[src/hdl/hsq_pkg.sv]
// Package for the Hadamard sign quantizer.
// Holds sizes, mixing constants, shared types and helper functions.
// No dependencies.
`timescale 1ns / 1ps
`default_nettype none

package hsq_pkg;

   localparam int MAX_PAD     = 1024;
   localparam int ROUNDS      = 2;
   localparam int SAMPLE_BITS = 16;

   localparam int ADDR_W = $clog2(MAX_PAD);
   localparam int CNT_W  = ADDR_W + 1;
   localparam int LG_W   = $clog2(ADDR_W + 1);
   localparam int RND_W  = (ROUNDS > 1) ? $clog2(ROUNDS) : 1;
   // 36 bits hold SAMPLE_BITS + ROUNDS*log2(MAX_PAD) at the default sizes
   localparam int VAL_W  = SAMPLE_BITS + ROUNDS * ADDR_W;
   localparam int SEED_W = 64;
   localparam int WORD_W = 64;
   localparam int BIT_W  = $clog2(WORD_W);
   localparam int DIM_W  = 11;

   localparam logic [SEED_W-1:0] GOLDEN = 64'h9E37_79B9_7F4A_7C15;
   localparam logic [SEED_W-1:0] MIX_A  = 64'hBF58_476D_1CE4_E5B9;
   localparam logic [SEED_W-1:0] MIX_B  = 64'h94D0_49BB_1331_11EB;

   // register indexes
   localparam logic CSR_SEED = 1'b0;
   localparam logic CSR_DIM  = 1'b1;

   typedef enum logic [3:0] {
      ST_IDLE = 4'b0001,
      ST_FLIP = 4'b0010,
      ST_BFLY = 4'b0100,
      ST_EMIT = 4'b1000
   } state_type;

   // one code bit on its way to the packer
   typedef struct packed {
      logic             vld;
      logic [BIT_W-1:0] idx;
      logic             word_end;
      logic             word_last;
   } pack_ctl_type;

   // smallest l with 2**l >= n, for n in 1..MAX_PAD
   function automatic logic [LG_W-1:0] ceil_log2(input logic [CNT_W-1:0] n);
      logic [LG_W-1:0] lg;
      lg = '0;
      for (int l = ADDR_W; l >= 0; l--) begin
         if ((CNT_W'(1) << l) >= n) begin
            lg = LG_W'(l);
         end
      end
      return lg;
   endfunction

   function automatic logic [VAL_W-1:0] sext(input logic [SAMPLE_BITS-1:0] s);
      return {{(VAL_W - SAMPLE_BITS){s[SAMPLE_BITS-1]}}, s};
   endfunction

endpackage

`default_nettype wire

[src/hdl/hsq_sign_gen.sv]
// Flip sign generator: bit 0 of the splitmix64 finalizer of the input state.
// Three register stages, 32x32 partial products. Depends on hsq_pkg.
`timescale 1ns / 1ps
`default_nettype none

module hsq_sign_gen (
   input  wire logic                       clock,
   input  wire logic [hsq_pkg::SEED_W-1:0] state_in,
   output logic                            keep
);

   logic [63:0] t;
   logic [63:0] p0_ff;
   logic [31:0] p1_ff, p2_ff;
   logic [63:0] y;
   logic [63:0] u;
   logic [31:0] u_lo_ff;
   logic [63:0] q_full;
   logic [31:0] q_ff;

   // stage 1: xor-shift, low half of the first product in parts
   assign t = state_in ^ (state_in >> 30);

   always_ff @(posedge clock) begin
      p0_ff <= 64'(t[31:0]) * 64'(hsq_pkg::MIX_A[31:0]);
      p1_ff <= 32'(t[63:32] * hsq_pkg::MIX_A[31:0]);
      p2_ff <= 32'(t[31:0] * hsq_pkg::MIX_A[63:32]);
   end

   // stage 2: combine, second xor-shift
   assign y = p0_ff + {p1_ff + p2_ff, 32'h0};
   assign u = y ^ (y >> 27);

   always_ff @(posedge clock) begin
      u_lo_ff <= u[31:0];
   end

   // stage 3: only bits 0 and 31 of the second product are needed
   assign q_full = 64'(u_lo_ff) * 64'(hsq_pkg::MIX_B[31:0]);

   always_ff @(posedge clock) begin
      q_ff <= q_full[31:0];
   end

   // bit 0 of the finalizer output; 1 keeps the value, 0 negates it
   assign keep = q_ff[0] ^ q_ff[31];

endmodule

`default_nettype wire

[config.mk]
export PLATFORM = sky130hd
export DESIGN_NAME = hsq_sign_gen
export DESIGN_NICKNAME = d
export VERILOG_FILES = /design/src/hdl/hsq_pkg.sv /design/src/hdl/hsq_sign_gen.sv
export SDC_FILE = /design/constraint.sdc
export NUM_CORES = 2
export LEC_CHECK = 0
export ABC_AREA = 1
export BUFFER_PORTS_ARGS = -buffer_cell sky130_fd_sc_hd__clkbuf_2
export CAP_MARGIN = 20
export CORE_ASPECT_RATIO = 1.2
export CORE_MARGIN = 8
export CORE_UTILIZATION = 40
export CTS_BUF_LIST = sky130_fd_sc_hd__clkbuf_8
export DETAILED_ROUTE_END_ITERATION = 12
export MAX_ROUTING_LAYER = met4
export PLACE_DENSITY = 0.61
export SLEW_MARGIN = 25
export SYNTH_ARGS = -nofsm -noshare
export SYNTH_HDL_FRONTEND = slang
export SYNTH_SLANG_ARGS = --single-unit
[constraint.sdc]
create_clock -name clock -period 6.25 [get_ports clock]
set_input_delay 0.625 -clock clock [delete_from_list [all_inputs] [get_ports clock]]
set_output_delay 0.625 -clock clock [all_outputs]
set_load 0.01 [all_outputs]
Yosys cells after proc, flatten, opt, wreduce, memory -nomap -nowiden

Index checks and enable logic that the tools add are counted.

Flip-flop bits (word level): 177
Latch bits: 0
Bits in writable memories: 0
Bits in read-only memories: 0
Input bits: 65
Output and inout bits: 1
Logic and storage cells: 14
Memories kept: 0

Add/subtract/negate cells: 2
Multipliers: 4
Divide/modulo/power cells: 0
Magnitude comparators: 0
Equality and inequality tests: 0
Shift-type cells: 0
Mux-type cells: 0
Bitwise gates (word level): 3
Reductions and logical operators: 0

Operators by type and width:

| kind                                                | count |
|---|---|
| bitwise XOR 64 x 34 -> 64 bit                       | 1 |
| adder 59 bit                                        | 1 |
| multiplier 32 x 29 -> 59 bit, second input constant | 1 |
| multiplier 32 x 29 -> 27 bit, second input constant | 1 |
| multiplier 32 x 29 -> 32 bit, second input constant | 1 |
| multiplier 32 x 32 -> 27 bit, second input constant | 1 |
| bitwise XOR 32 bit                                  | 1 |
| adder 27 bit                                        | 1 |
| bitwise XOR 1 bit                                   | 1 |

Logic depth before layout (Yosys ltp)

Depth in word-level cells: 3
Mapped depth: 34
Depth with buffers taken out: 34

Least setup slack after synthesis

No wires, ideal clock.

Path kind: input -> register
Start: in state_in[19] (netlist name)
End: reg p0_ff[43]
Setup time: 0.112 ns
Data arrival time: 6.775 ns
Required time: 6.138 ns
Slack: -0.637 ns
Cell stages on the path: 26
Buffers on the path: 0
Cell sequence: xnor2_1 -> inv_1 -> ha_1 -> inv_1 -> fa_1 -> inv_1 -> fa_1 -> fa_1 -> fa_1 -> inv_1 -> fa_1 -> inv_1 -> fa_1 -> inv_1 -> fa_1 -> inv_1 -> ha_1 -> a21oi_1 -> o21ai_0 -> a21oi_1 -> o21ai_0 -> inv_1 -> nand2_1 -> nand2_1 -> nand3_1 -> nand2_1

Longest elaborated chain between the ends: 2

Ends and longest elaborated chain:

| what                          | line               | text |
|---|---|---|
| start, declared               | hsq_sign_gen.sv:8  | `input wire logic [hsq_pkg::SEED_W-1:0] state_in,` |
| bitwise XOR 64 x 34 -> 64 bit | hsq_sign_gen.sv:22 | `assign t = state_in ^ (state_in >> 30);` |
| multiplier 32 x 29 -> 59 bit  | hsq_sign_gen.sv:25 | `p0_ff <= 64'(t[31:0]) * 64'(hsq_pkg::MIX_A[31:0]);` |
| end signal, assigned          | hsq_sign_gen.sv:25 |  |
| end, declared                 | hsq_sign_gen.sv:13 | `logic [63:0] p0_ff;` |

No other way between the ends.

Worst setup path after layout

Start: in state_in[50] (netlist name)
End: reg p0_ff[32]

The elaborated chain is that of the path after synthesis.

==> flow_summary_export.csv <==
group,metric,value,unit
clocking,cts-root-buf,"clkbuf_8",
synth,synth_nets,6711,
route,wl_per_cell,20.7,um
die,die_y,381,um
finish,regArea,0.00290,mm^2
global_routing,grt_max_degree,17,
route,remaining_drc_errors,0,
clocking,cts_sinks,145,
clocking,cts_buffer_depth,2,
timing,setup_viol,7,
critical_path,cp_slowest_cell,"fa_1",
synth,synth_ff_type,"dfxtp_1",
min_path,hp-class,"reg -> reg",
synth,synthTopCellsByCount,"1566 x inv_1, 837 x fa_1, 818 x ha_1, 541 x nand2_1, 200 x a21oi_1",
synth,ys_seq_area_frac,0.0655,
timing,min_period_over_period,1.01,
critical_path,cpMostUsedCell,"fa_1",
placed_design,dp_hpwl,137000,um
synth,ys_types,42,
synth,yosys.area.top_type,"fa_1",
synth,synth.most_common_cell,"inv_1",
synth,synth_top_cell_area_share,0.378,
route,dr_total_vias,34900,
die,die_w,320,um
timing,slew_headroom,0.501,
critical_path,r2r_start,"u_lo_ff[8]$_DFF_P_",
outcome,violations,"setup timing",
global_routing,antenna_found_initial,2,
timing,finalCriticalPeriod,6.32,ns
critical_path,critPathBufInv,13,
critical_path,required,6.72,ns
die,initial_utilization,0.401,
finish,drive_gt1_frac,0.217,
die,rows,134,
die,die-area,0.122,mm^2
critical_path,regToRegSetupSlack,0.34,ns
timing,finalHoldViolations,0,
global_routing,grt_usage,0.251,
clocking,cts_made_buffers,17,
flow_run,maxCapViolCount,0,
route,routed_via_density,4.83,
die,core,0.111,mm^2
critical_path,start_kind,"primary input",
global_routing,grt_pass1_vias,37900,
outcome,status,"complete, but fails checks",
synth,synth_area_leaders,"fa_1 38%, ha_1 23%, inv_1 13%",
finish,fillerInstances,10500,
global_routing,overflow,0,
min_path,hold_start,"p0_ff[10]$_DFF_P_",
die,ios,66,
timing,fin_ws,-0.0656,ns
critical_path,path_max_fanout,4,
route,wl,149000,um
critical_path,arrival,6.79,ns
critical_path,cp-end-kind,"register",
finish,multiInputGateArea,0.0381,mm^2
synth,synth_area_per_cell,8.88,um^2
synth,syn_inst,4991,
timing,fmax,158,MHz
synth,async_reset_ff_frac,0,
timing,slew_viol_final,0,
critical_path,critPathLaunch,"state_in[50]",
finish,nNetsFinal,7496,
route,drtIter0Drc,1704,
critical_path,critical-path-top-delay-family,"adder cells",
placed_design,io_buffers,65,
synth,yosys_warnings,0,
timing,skew,0.0313,ns
synth,synth_edf_count,0,
critical_path,worstSetupPathType,"in -> reg",
placed_design,gp_congestion,1.03,
synth,synthesis.area,0.0443,mm^2
route,drt_pass1_iterations,8,
finish,post-route-util,0.499,
clocking,htreeDepth,4,
clocking,clk_pin_slew,0.12,ns
global_routing,grt_pass1_wl,224000,um
clocking,clock_latency,0.55,ns
timing,rsz0062_at_grt,"yes",
clocking,cts_tree,"built",
timing,worstMarginPinSlew,0.747,ns
route,drt.antenna.violating_nets,0,
finish,area_delta_synth_final,24.5,%
synth,synth_seq_cells,145,
critical_path,slowest_delay,0.56,ns
## per-layer routing
layer | track usage | share of wire | up-vias
met3 | 0.0200 | 0.031 | 277
met4 | 0.106 | 0.055 | 0
met2 | 0.451 | 0.52 | 690
met5 | - | 0 | -
met1 | 0.287 | 0.39 | 17300
li1 | - | - | 16600
## repair_timing
action                                  CTS  global route
endpoints found under the setup margin   42            45
hold buffers                              0             0
buffers inserted                         27            49
resized for setup                       209           400
pin swaps                                73           170
## sequential cells by signal (all words and copies together) (netlist names)
signal	flops
p1_ff	27
u_lo_ff	32
p0_ff	57
p2_ff	27
q_ff	2
## through the flow
| step | TNS, ns | cells | hold slack [ns] | instance area [um^2] | setup slack (ns) |
|---|---|---|---|---|---|
| finish | -0.220 | 7218 | 0.430 | 55200 | -0.0656 |
| global route | -2.42 | 7218 | 0.452 | 55200 | -0.163 |
| CTS | -0.314 | 7171 | 0.431 | 53300 | -0.0687 |
| detailed placement | -38.75 | 7112 | 0.416 | 51800 | -1.10 |
| global placement | -38.08 | 7112 | 0.415 | 51800 | -1.09 |
| floorplan | 0 | 4991 | 0.406 | 44900 | 0.00833 |
## cells in the final DEF, fill, tap and decap left out, types with 16 or more instances in the layout
cell      instances
xnor2_4          22
nand2_4          19
o21ai_0          66
nand4_1          29
nand3_1         115
nand2_2          35
a21oi_1         156
xor2_1          148
nor3_1           21
a21oi_2          31
nand3b_1         16
buf_6            37
fa_1            805
nand2_1         494
inv_1          1482
inv_2            68
nor2_1          143
nor2_2           34
nor2_4           29
clkbuf_2         36
a21oi_4          17
clkbuf_8         21
ha_4             64
buf_4           664
o21bai_1         20
a21o_1           21
xnor2_1          60
fa_2             32
o21ai_1          18
ha_1            748
nand3_2          16
dfxtp_1         144
o21ai_2          19
## final timing paths
path	cells past startpoint	endpoint
max	29	p0_ff[32]$_DFF_P_
min	1	u_lo_ff[10]$_DFF_P_
max reg2reg	21	q_ff[31]$_DFF_P_
min reg2reg	1	u_lo_ff[10]$_DFF_P_
## final cells by class
cell class                 instances  area share
antenna                            1   0.0000453
clock buffer                      18     0.00449
clock inverter                    14     0.00304
inverter                        1567       0.108
multi-input combinational       3279       0.691
sequential                       145      0.0526
tap                             1428      0.0324
timing repair buffer             766       0.109
## cells by family (layout without fill, tap and decap cells)
group | after synthesis | after routing | share of synthesized area
xor gates and xnor gates | 252 | 252 | 0.0503
AOI/OAI and AO/OA | 395 | 395 | 0.0494
other | 0 | 1 | 0
DFF | 145 | 145 | 0.0655
adders and majority gates | 1655 | 1655 | 0.609
and+or+nand+nor | 977 | 977 | 0.0933
buffers and inverters | 1567 | 2365 | 0.133
Power is not shown: default switching activity piles up to over one toggle a cycle in this logic, so the estimate is an artifact.
