===== src/hdl/hsq_pkg.sv =====
// Package for the Hadamard sign quantizer.
// Holds sizes, mixing constants, shared types and helper functions.
// No dependencies.
`timescale 1ns / 1ps
`default_nettype none

package hsq_pkg;

   localparam int MAX_PAD     = 1024;
   localparam int ROUNDS      = 2;
   localparam int SAMPLE_BITS = 16;

   localparam int ADDR_W = $clog2(MAX_PAD);
   localparam int CNT_W  = ADDR_W + 1;
   localparam int LG_W   = $clog2(ADDR_W + 1);
   localparam int RND_W  = (ROUNDS > 1) ? $clog2(ROUNDS) : 1;
   // 36 bits hold SAMPLE_BITS + ROUNDS*log2(MAX_PAD) at the default sizes
   localparam int VAL_W  = SAMPLE_BITS + ROUNDS * ADDR_W;
   localparam int SEED_W = 64;
   localparam int WORD_W = 64;
   localparam int BIT_W  = $clog2(WORD_W);
   localparam int DIM_W  = 11;

   localparam logic [SEED_W-1:0] GOLDEN = 64'h9E37_79B9_7F4A_7C15;
   localparam logic [SEED_W-1:0] MIX_A  = 64'hBF58_476D_1CE4_E5B9;
   localparam logic [SEED_W-1:0] MIX_B  = 64'h94D0_49BB_1331_11EB;

   // register indexes
   localparam logic CSR_SEED = 1'b0;
   localparam logic CSR_DIM  = 1'b1;

   typedef enum logic [3:0] {
      ST_IDLE = 4'b0001,
      ST_FLIP = 4'b0010,
      ST_BFLY = 4'b0100,
      ST_EMIT = 4'b1000
   } state_type;

   // one code bit on its way to the packer
   typedef struct packed {
      logic             vld;
      logic [BIT_W-1:0] idx;
      logic             word_end;
      logic             word_last;
   } pack_ctl_type;

   // smallest l with 2**l >= n, for n in 1..MAX_PAD
   function automatic logic [LG_W-1:0] ceil_log2(input logic [CNT_W-1:0] n);
      logic [LG_W-1:0] lg;
      lg = '0;
      for (int l = ADDR_W; l >= 0; l--) begin
         if ((CNT_W'(1) << l) >= n) begin
            lg = LG_W'(l);
         end
      end
      return lg;
   endfunction

   function automatic logic [VAL_W-1:0] sext(input logic [SAMPLE_BITS-1:0] s);
      return {{(VAL_W - SAMPLE_BITS){s[SAMPLE_BITS-1]}}, s};
   endfunction

endpackage

`default_nettype wire


===== src/hdl/hsq_pack.sv =====
// Code word packer and output register for the response channel.
// Depends on hsq_pkg.
`timescale 1ns / 1ps
`default_nettype none

module hsq_pack (
   input  wire logic                       clock,
   input  wire logic                       reset,
   input  wire hsq_pkg::pack_ctl_type      ctl,
   input  wire logic                       code_bit,
   output logic                            rsp_valid,
   input  wire logic                       rsp_stall,
   output logic      [hsq_pkg::WORD_W-1:0] rsp_code_word,
   output logic                            rsp_last
);

   logic [hsq_pkg::WORD_W-1:0] acc_ff, acc_in;
   logic [hsq_pkg::WORD_W-1:0] word;
   logic                       vld_ff, vld_in;
   logic [hsq_pkg::WORD_W-1:0] word_ff;
   logic                       last_ff;

   // add the incoming bit into the partial word
   always_comb begin
      word   = acc_ff | (hsq_pkg::WORD_W'(code_bit) << ctl.idx);
      acc_in = acc_ff;
      vld_in = vld_ff;
      if (vld_ff && !rsp_stall) begin
         vld_in = 1'b0;
      end
      if (ctl.vld) begin
         if (ctl.word_end) begin
            acc_in = '0;
            vld_in = 1'b1;
         end else begin
            acc_in = word;
         end
      end
   end

   always_ff @(posedge clock) begin
      if (reset) begin
         acc_ff <= '0;
         vld_ff <= 1'b0;
      end else begin
         acc_ff <= acc_in;
         vld_ff <= vld_in;
      end
   end

   // payload of the output register
   always_ff @(posedge clock) begin
      if (ctl.vld && ctl.word_end) begin
         word_ff <= word;
         last_ff <= ctl.word_last;
      end
   end

   assign rsp_valid     = vld_ff;
   assign rsp_code_word = word_ff;
   assign rsp_last      = last_ff;

endmodule

`default_nettype wire


===== config.mk =====
export PLATFORM = sky130hd
export DESIGN_NAME = hsq_pack
export DESIGN_NICKNAME = d
export VERILOG_FILES = /design/src/hdl/hsq_pkg.sv /design/src/hdl/hsq_pack.sv
export SDC_FILE = /design/constraint.sdc
export NUM_CORES = 1
export LEC_CHECK = 0
export ABC_CLOCK_PERIOD_IN_PS = 8340
export BUFFER_PORTS_ARGS = -buffer_cell sky130_fd_sc_hd__buf_2
export CAP_MARGIN = 20
export CORE_MARGIN = 10
export CORE_UTILIZATION = 50
export CTS_CLUSTER_DIAMETER = 150
export DETAILED_ROUTE_END_ITERATION = 6
export PLACE_DENSITY = 0.69
export SLEW_MARGIN = 40
export SYNTH_ARGS = -nofsm -noshare
export SYNTH_HDL_FRONTEND = slang
export SYNTH_SLANG_ARGS = --single-unit
export TNS_END_PERCENT = 100

===== constraint.sdc =====
create_clock -name clock -period 8.34 [get_ports clock]
set_input_delay 1.668 -clock clock [delete_from_list [all_inputs] [get_ports clock]]
set_output_delay 1.668 -clock clock [all_outputs]
set_load 0.02 [all_outputs]

==> Word-level counts from Yosys, hierarchy flattened <==
Cells that the tools add are included.
{ "word_totals": {"input_bits": 13, "out_inout_bits": 66, "ff_bits": 130, "wordCells": 13} }
{ "op_classes": {"reduce_logical": 3, "n_bitwise": 1, "shift": 1, "n_mux": 4} }
{ "op_table": {"columns": ["op", "count"], "rows": [
  ["$mux W64", 1],
  ["$or A64 B64 Y64", 1],
  ["$shl A1 B6 Y64", 1],
  ["$mux W1", 3],
  ["$logic_and A1 B1 Y1", 2],
  ["$logic_not A1 Y1", 1]
]} }

==> Depth between registers and ports, before layout <==
Gate-level depths: netlist of the first run.
{ "depth": {"ltp_word": 5, "depth_mapped": 5, "depth_no_buf": 3} }

==> Least setup slack after synthesis of the first run <==
Ideal clock, no wire load.
{ "synth_path": {"path_type": "input -> register", "start": "in ctl[8] (netlist bit)", "end": "reg acc_ff[42] (netlist bit)", "arrival_ns": 3.859, "path_buffers": 2, "t_required_ns": 8.223, "stages": 5, "slack_ns": 4.364, "setup_time_ns": 0.117, "path_cell_list": "and2_1 or2_4 buf_6 buf_6 nor2_1"} }
{ "synth_lines": {"columns": ["item", "line_no", "source"], "rows": [
  ["start: declaration", "hsq_pack.sv:9", "input wire hsq_pkg::pack_ctl_type ctl,"],
  ["end signal: assignment", "hsq_pack.sv:46", "acc_ff <= acc_in;"],
  ["end: declaration", "hsq_pack.sv:17", "logic [hsq_pkg::WORD_W-1:0] acc_ff, acc_in;"]
]} }

==> results of run 1 <==
## final cells by class
type,count,share of cell area (%)
Clock buffer,18,7.08
Clock inverter,14,3.08
Inverter,4,0.248
Multi-Input combinational cell,255,26.4
Sequential cell,130,53.8
Tap cell,133,2.75
Timing Repair Buffer,79,6.58
## worst min-delay path: stages (launching register included)
cell and delay [ps]:
dfxtp_1 320, nand2_1 40, o21ai_0 60
## state kept, by name, indices dropped and copies added (netlist names)
name	flops
acc_ff	64
rsp_last	1
rsp_code_word	64
rsp_valid	1
## power by group
group	total [mW]	switching, mW	internal [mW]
registers	0.686	0.00324	0.683
logic	0.0838	0.0629	0.0209
clock network	0.760	0.268	0.491
## metrics by stage
stage	instances	worst slack (ps)	hold WS [ps]	cell area, sq um	power [mW]
2_1_floorplan	419	4360	419	5080	0.763
3_3_place_gp	601	4610	428	5430	0.782
3_5_place_dp	601	4450	438	5430	0.783
4_1_cts	633	4940	451	6040	1.54
5_1_grt	633	4790	480	6040	1.58
6_report	633	4950	447	6040	1.53
## routing by layer
metal	up-vias	GRT usage (%)	part of all wire (%)
met4	0	5.05	1.2
met2	108	24.6	46
met3	14	5.77	6.4
met1	1702	19.0	46
met5	-	0	0
li1	1685	-	-
## cells in the final DEF, fill, tap and decap left out, types with 3 or more instances in the layout
cell type / netlist / final
a21o_1: 22 / 22
a21oi_1: 27 / 27
a22o_1: 4 / 4
a31o_2: 15 / 15
a31oi_1: 21 / 21
and4b_1: 3 / 3
and4bb_2: 4 / 4
buf_2: 13 / 78
bufinv_16: 0 / 4
clkbuf_16: 0 / 16
clkinv_1: 0 / 3
clkinv_4: 0 / 3
dfxtp_1: 65 / 65
edfxtp_1: 65 / 65
inv_1: 4 / 4
nand2_1: 18 / 18
nand3_1: 8 / 8
nand3b_1: 3 / 3
nor2_1: 54 / 54
nor2b_1: 9 / 8
o21ai_0: 10 / 10
o21bai_1: 24 / 24
## final timing paths
check,end,cells past startpoint,slack [ps]
worst max-delay path,acc_ff[29],5,4950
worst min-delay path,acc_ff[3],2,450
worst max register to register,rsp_code_word[60],1,7550
worst min register to register,acc_ff[3],2,450
## logic make-up (layout without fill, tap and decap cells)
| kind of cell | after synthesis | count (layout) | share of synthesized area (%) |
|---|---|---|---|
| AND/OR/NAND/NOR | 125 | 125 | 14.0 |
| AO/OA/AOI/OAI | 130 | 130 | 17.3 |
| buffers and inverters | 34 | 115 | 4.68 |
| flip-flops | 130 | 130 | 64.0 |
==> impl_table.tex, run 1 <==
\begin{tabular}{lr}
\hline
Metric & Value \\
\hline
\multicolumn{2}{l}{\textbf{Synth}} \\
Number of enable-type register cells in the synthesized netlist & 65 \\
Cells taking the most area after synthesis & edfxtp\_1 (38\%), dfxtp\_1 (26\%), nor2\_1 (4.0\%), o21bai\_1 (3.5\%), a21o\_1 (3.2\%) \\
Synth warnings & 0 \\
Flop and latch count out of synthesis & 130 \\
Commonest cells post-synth & dfxtp\_1 (65), edfxtp\_1 (65), nor2\_1 (54) \\
Proportion of synthesized chip area in sequential cells & 64.0\% \\
FFs w/ async S/R, synth & 0\% \\
Fraction of synthesized cell area taken by the top area cell type & 38.4\% \\
Syn Inst Count & 419 \\
Number of distinct library cell variants in the gate-level netlist after synthesis & 45 \\
Synthesized area divided by synthesized cell count & 12.1 sq um \\
Most frequently used flop master after synthesis & edfxtp\_1 \\
Cell taking the most area after synthesis & edfxtp\_1 \\
Post-Syn Nets & 432 \\
Syn Std Cell Area & 5080 sq um \\
\multicolumn{2}{l}{\textbf{CTS}} \\
Clock root buffer & clkbuf\_8 \\
CTS clk-pin slew, worst paths & 60 ps \\
Total CTS buffers & 17 \\
Clk\_lat worst skew & 520 ps \\
Maximum number of buffers from clock root to sink & 2 \\
Clock tree from TritonCTS & yes \\
H-tree levels & 4 \\
Number of gates given a new drive strength after cts & 0 \\
Hold-fix buffers at CTS & 0 \\
Setup repair bufs after CTS & 0 \\
Number of clock sinks seen by CTS & 130 \\
\multicolumn{2}{l}{\textbf{Critical path}} \\
Worst path slowest cell & or2\_4 \\
Largest incremental delay on the critical path & 570 ps \\
Crit path launch type & input port \\
Top delay family on crit path & simple AND/OR/NAND/NOR gates \\
Endpoint type of the worst setup path & register \\
Critical path cell sequence & buf\_2 -> and2\_2 -> buf\_4 -> or2\_4 -> nor2\_1 \\
Beginning of the worst register-to-register path & acc\_ff[60] \\
Crit path DAT & 3770 ps \\
Required time at the endpoint of the critical path & 8710 ps \\
Highest fanout seen on the critical path & 48 \\
Crit path kind & in -> reg \\
Count of buffer and inverter cells on the critical path & 2 \\
Critical path origin & ctl[8] \\
\multicolumn{2}{l}{\textbf{Final layout}} \\
Synthesis-to-layout area growth & 18.9\% \\
Final core utilization & 61.6\% \\
\# diodes & 0 \\
Total area of sequential cells & 3250 sq um \\
FILL cells & 811 \\
Number of nets at the end of the flow & 500 \\
Fraction of layout cells with a size suffix above 1 & 28.8\% \\
Area taken by multi-input logic gates & 1600 sq um \\
\multicolumn{2}{l}{\textbf{STA}} \\
Shortest clock period the worst path allows after layout & 3390 ps \\
RSZ-0062 raised after global routing & false \\
Period Utilization, post-route & 40.7\% \\
Hold Vio Cnt, Final & 0 \\
Setup violation total in the final timing report & 0 \\
Post-Route Skew & 7.24 ps \\
Max Transition Viols Final & 0 \\
Worst max-slew margin expressed relative to the limit & 55.4\% \\
Highest Clock Rate & 295 MHz \\
Worst-margin pin slew & 668 ps \\
Final-layout setup total negative slack & 0 ps \\
\multicolumn{2}{l}{\textbf{Floorplanning}} \\
Standard-cell row count & 36 \\
Chip Width & 121 um \\
Placeable core area & 9820 sq um \\
Area of the die & 14600 sq um \\
Starting utilization of the core area & 51.8\% \\
Vert. Die Dim & 121 um \\
Number of I/O pins & 79 \\
\multicolumn{2}{l}{\textbf{Power}} \\
Total power density per cell area & 253 nW/um\^{}2 \\
Static Leak & 2.40 nW \\
VDD IR max & 0.124 mV \\
\multicolumn{2}{l}{\textbf{GRT}} \\
Number of antenna violations at the first check in global routing & 0 \\
Grt total ovfl & 0 \\
Vias in the first global route & 3508 \\
Pin count of the biggest net entering global routing & 49 \\
Wire length of the first global-routing pass & 18.0 mm \\
GRT Total Usage & 15.5\% \\
\multicolumn{2}{l}{\textbf{Routing}} \\
Overall via count from detail\_route & 3509 \\
Antenna-violating nets left & 0 \\
Routed wirelength normalized by instance count & 17.5 um \\
Final routed DRC violation total & 0 \\
Number of search-and-repair iterations in the first detailed-routing pass & 5 \\
Initial DRC Count & 307 \\
Drt via density & 5.54 \\
Total length of routed wires & 11.1 mm \\
\multicolumn{2}{l}{\textbf{Worst hold path}} \\
Startpoint of the lowest-slack hold path & acc\_ff[3] \\
Worst hold-check path type & reg -> reg \\
\multicolumn{2}{l}{\textbf{Placed design}} \\
Post-DP HPWL & 7.23 mm \\
Number of port buffers & 78 \\
Final RePlAce weighted congestion & 0.755 \\
\multicolumn{2}{l}{\textbf{Run status}} \\
Result of the run & finished clean \\
\multicolumn{2}{l}{\textbf{Flow run}} \\
Number of max-cap violations & 0 \\
\hline
\end{tabular}
No activity file was read; power rests on OpenSTA's default activity.
==> inputs of run 2 (changes only) <==
- ABC_AREA: default -> 1
- ABC_CLOCK_PERIOD_IN_PS: 8340 -> 2750
- PLACE_DENSITY: 0.69 -> 0.71
- clock period: 8.34 -> 2.75 ns (I/O delays scaled with it)
==> run 2 against run 1 <==
  * Final cell count is 14% higher
  * Synthesized cell count increased by 21%
  * First-iteration DRC count rose by 9.1%
  * Sequential cell count did not move
  * Total power grew to 2.9 times the previous value
  * Critical path depth decreased by 4
  * Hold slack got worse by 250 ps
  * Critical endpoint is now rsp_code_word[27]
  * Largest power group unchanged
==> impl_table.tex, run 2 <==
\begin{tabular}{lr}
\hline
Metric & Value \\
\hline
\multicolumn{2}{l}{\textbf{Critical path}} \\
Crit path DAT & 1120 ps (-2650 ps) \\
Crit path launch type & register \\
Critical path cell sequence & buf\_2 \\
Count of buffer and inverter cells on the critical path & 1 (-1) \\
Required time at the endpoint of the critical path & 2200 ps (-6510 ps) \\
Crit path kind & reg -> out \\
Largest incremental delay on the critical path & 410 ps (-160 ps) \\
Worst path slowest cell & edfxtp\_1 \\
Beginning of the worst register-to-register path & acc\_ff[22] \\
Endpoint type of the worst setup path & primary output \\
Critical path origin & rsp\_code\_word[27] \\
Highest fanout seen on the critical path & 1 (-98\%) \\
Top delay family on crit path & flip-flops \\
\multicolumn{2}{l}{\textbf{Routing}} \\
Wire length on met3 & 1.05 mm (+48\%) \\
Total length of routed wires & 12.2 mm (+9.8\%) \\
Final routed DRC violation total & 0 (unchanged) \\
Number of search-and-repair iterations in the first detailed-routing pass & 5 (unchanged) \\
Antenna-violating nets left & 0 (unchanged) \\
Top layer in use & met4 \\
Overall via count from detail\_route & 3937 (+12\%) \\
Met1 wire length & 4.74 mm (-7.1\%) \\
Drt via density & 5.45 (-1.6\%) \\
Met2 Routed Length & 6.06 mm (+17\%) \\
Routed wirelength normalized by instance count & 16.9 um (-3.8\%) \\
Initial DRC Count & 335 (+9.1\%) \\
\multicolumn{2}{l}{\textbf{Final layout}} \\
Fraction of layout cells with a size suffix above 1 & 21.7\% (-7.1 points) \\
Most common cell after layout, fill and taps aside & buf\_2 \\
\# diodes & 0 (unchanged) \\
Commonest non-fill, non-tap cells in the layout & buf\_2 (78), inv\_1 (68), nand2\_1 (65), dfxtp\_1 (65), edfxtp\_1 (65) \\
Synthesis-to-layout area growth & 19.4\% \\
Final instance count without filler cells & 722 (+14\%) \\
Number of nets at the end of the flow & 589 (+18\%) \\
\multicolumn{2}{l}{\textbf{STA}} \\
Shortest clock period the worst path allows after layout & 1670 ps \\
Worst-margin pin slew & 758 ps (+89.9 ps) \\
Hold slack & 199 ps (-249 ps) \\
Highest Clock Rate & 600 MHz \\
Worst max-slew margin expressed relative to the limit & 49.5\% (-6.0 points) \\
RSZ-0062 raised after global routing & false \\
Max Transition Viols Final & 0 (unchanged) \\
Final-layout setup total negative slack & 0 ps (unchanged) \\
Setup violation total in the final timing report & 0 (unchanged) \\
Post-Route Skew & 6.29 ps (-0.956 ps) \\
Period Utilization, post-route & 60.6\% \\
Hold Vio Cnt, Final & 0 (unchanged) \\
\multicolumn{2}{l}{\textbf{CTS}} \\
Number of clock sinks seen by CTS & 130 (unchanged) \\
Maximum number of buffers from clock root to sink & 2 (unchanged) \\
Clk\_lat worst skew & 530 ps (about the same) \\
Total CTS buffers & 17 (unchanged) \\
Clock root buffer & clkbuf\_8 \\
CTS clk-pin slew, worst paths & 60 ps (about the same) \\
Hold-fix buffers at CTS & 0 (unchanged) \\
Setup repair bufs after CTS & 0 (unchanged) \\
Clock tree from TritonCTS & yes \\
Number of gates given a new drive strength after cts & 0 (unchanged) \\
H-tree levels & 4 (unchanged) \\
\multicolumn{2}{l}{\textbf{Synth}} \\
Cells taking the most area after synthesis & edfxtp\_1 (38\%), dfxtp\_1 (25\%), nand4\_1 (7.8\%), a21oi\_1 (6.2\%), inv\_1 (5.1\%) \\
Synth warnings & 0 (unchanged) \\
Most frequently used flop master after synthesis & edfxtp\_1 \\
FFs w/ async S/R, synth & 0\% (unchanged) \\
Number of distinct library cell variants in the gate-level netlist after synthesis & 21 (-53\%) \\
Number of enable-type register cells in the synthesized netlist & 65 (unchanged) \\
Post-Syn Nets & 520 (+20\%) \\
Synthesized area divided by synthesized cell count & 10.1 sq um (-17\%) \\
Fraction of synthesized cell area taken by the top area cell type & 38.2\% (-0.23 points) \\
Flop and latch count out of synthesis & 130 (unchanged) \\
Syn Inst Count & 507 (+21\%) \\
Most frequently used cell type in the post-synthesis netlist & inv\_1 \\
Cell taking the most area after synthesis & edfxtp\_1 \\
Syn Std Cell Area & 5120 sq um (+0.62\%) \\
Proportion of synthesized chip area in sequential cells & 63.6\% (-0.39 points) \\
Commonest cells post-synth & inv\_1 (69), dfxtp\_1 (65), edfxtp\_1 (65), nand2\_1 (65), nand4\_1 (64) \\
\multicolumn{2}{l}{\textbf{Floorplanning}} \\
Starting utilization of the core area & 51.9\% (+0.081 points) \\
Placeable core area & 9860 sq um (+0.46\%) \\
Chip Width & 121 um (+0.26\%) \\
Area of the die & 14700 sq um (+0.51\%) \\
Standard-cell row count & 36 (unchanged) \\
Vert. Die Dim & 121 um (+0.26\%) \\
Number of I/O pins & 79 (unchanged) \\
\multicolumn{2}{l}{\textbf{Placed design}} \\
Post-DP HPWL & 7.37 mm (+1.9\%) \\
Number of port buffers & 78 (unchanged) \\
Number of placed instances, taps included & 690 (+15\%) \\
Final RePlAce weighted congestion & 0.755 (about the same) \\
\multicolumn{2}{l}{\textbf{Run status}} \\
Result of the run & finished clean \\
\multicolumn{2}{l}{\textbf{Power}} \\
Share of power burned in registers & 46.6\% (+1.7 points) \\
Share of total power consumed by net switching & 23.0\% (+1.2 points) \\
Cell-internal power & 3.42 mW (+190\%) \\
Clock share of power & 47.9\% (-1.8 points) \\
Switching component of the power & 1.03 mW (+210\%) \\
Fraction of power consumed by combinational cells & 5.5\% (about the same) \\
Total power density per cell area & 728 nW/um\^{}2 (+190\%) \\
Static Leak & 2.48 nW (+3.4\%) \\
VDD IR max & 0.394 mV (+220\%) \\
\multicolumn{2}{l}{\textbf{GRT}} \\
Grt total ovfl & 0 (unchanged) \\
Vias in the first global route & 3921 (+12\%) \\
GRT Total Usage & 17.0\% (+1.5 points) \\
Number of antenna violations at the first check in global routing & 0 (unchanged) \\
Pin count of the biggest net entering global routing & 66 (+35\%) \\
Wire length of the first global-routing pass & 19.6 mm (+9.0\%) \\
\multicolumn{2}{l}{\textbf{Worst hold path}} \\
Startpoint of the lowest-slack hold path & ctl[0] \\
Worst hold-check path type & in -> reg \\
\multicolumn{2}{l}{\textbf{Flow run}} \\
Number of max-cap violations & 0 (unchanged) \\
\hline
\end{tabular}
run 2: worst paths after layout:
path | end | slack [ps] | depth (start not counted)
max | rsp_code_word[27] | 1080 | 1
min | rsp_last | 200 | 1
max reg2reg | acc_ff[22] | 2030 | 2
min reg2reg | acc_ff[33] | 470 | 2
run 2: logic make-up after synthesis:
| group | count (synthesis) | share of synthesized area (%) |
|---|---|---|
| buffers and inverters | 105 | 8.78 |
| AOI/OAI and AO/OA | 129 | 12.8 |
| DFF | 130 | 63.6 |
| and+or+nand+nor | 143 | 14.9 |
run 2: routing by layer:
metal  up-vias  global-route usage (%)
li1       1914                       -
met1      1838                    19.0
met2       157                    28.0
met3        28                    6.05
met4         0                    8.72
met5         -                       0
run 2: layout make-up:
type	count	area (sq um)
Multi-Input combinational cell	272	1410
Sequential cell	130	3250
Tap cell	133	166
Clock inverter	14	138
Inverter	71	269
Clock buffer	18	428
Fill cell	788	3760
Timing Repair Buffer	84	439
run 2: through the flow:
step | power (mW) | setup slack (ps) | area (sq um) | util (%)
detailed placement | 2.36 | 819 | 5540 | 56.1
global route | 4.57 | 1050 | 6110 | 61.9
global placement | 2.35 | 861 | 5540 | 56.1
floorplan | 2.28 | 793 | 5120 | -
CTS | 4.46 | 1070 | 6100 | 61.9
finish | 4.45 | 1080 | 6110 | 61.9
run 2: power groups by stage:
stage / combinational, mW / clock (mW) / sequential, mW
after global placement: 0.237 / 0 / 2.11
final: 0.244 / 2.13 / 2.07
after detailed placement: 0.243 / 0 / 2.12
after global routing: 0.265 / 2.23 / 2.08
after floorplan: 0.129 / 0 / 2.16
after CTS: 0.244 / 2.15 / 2.07
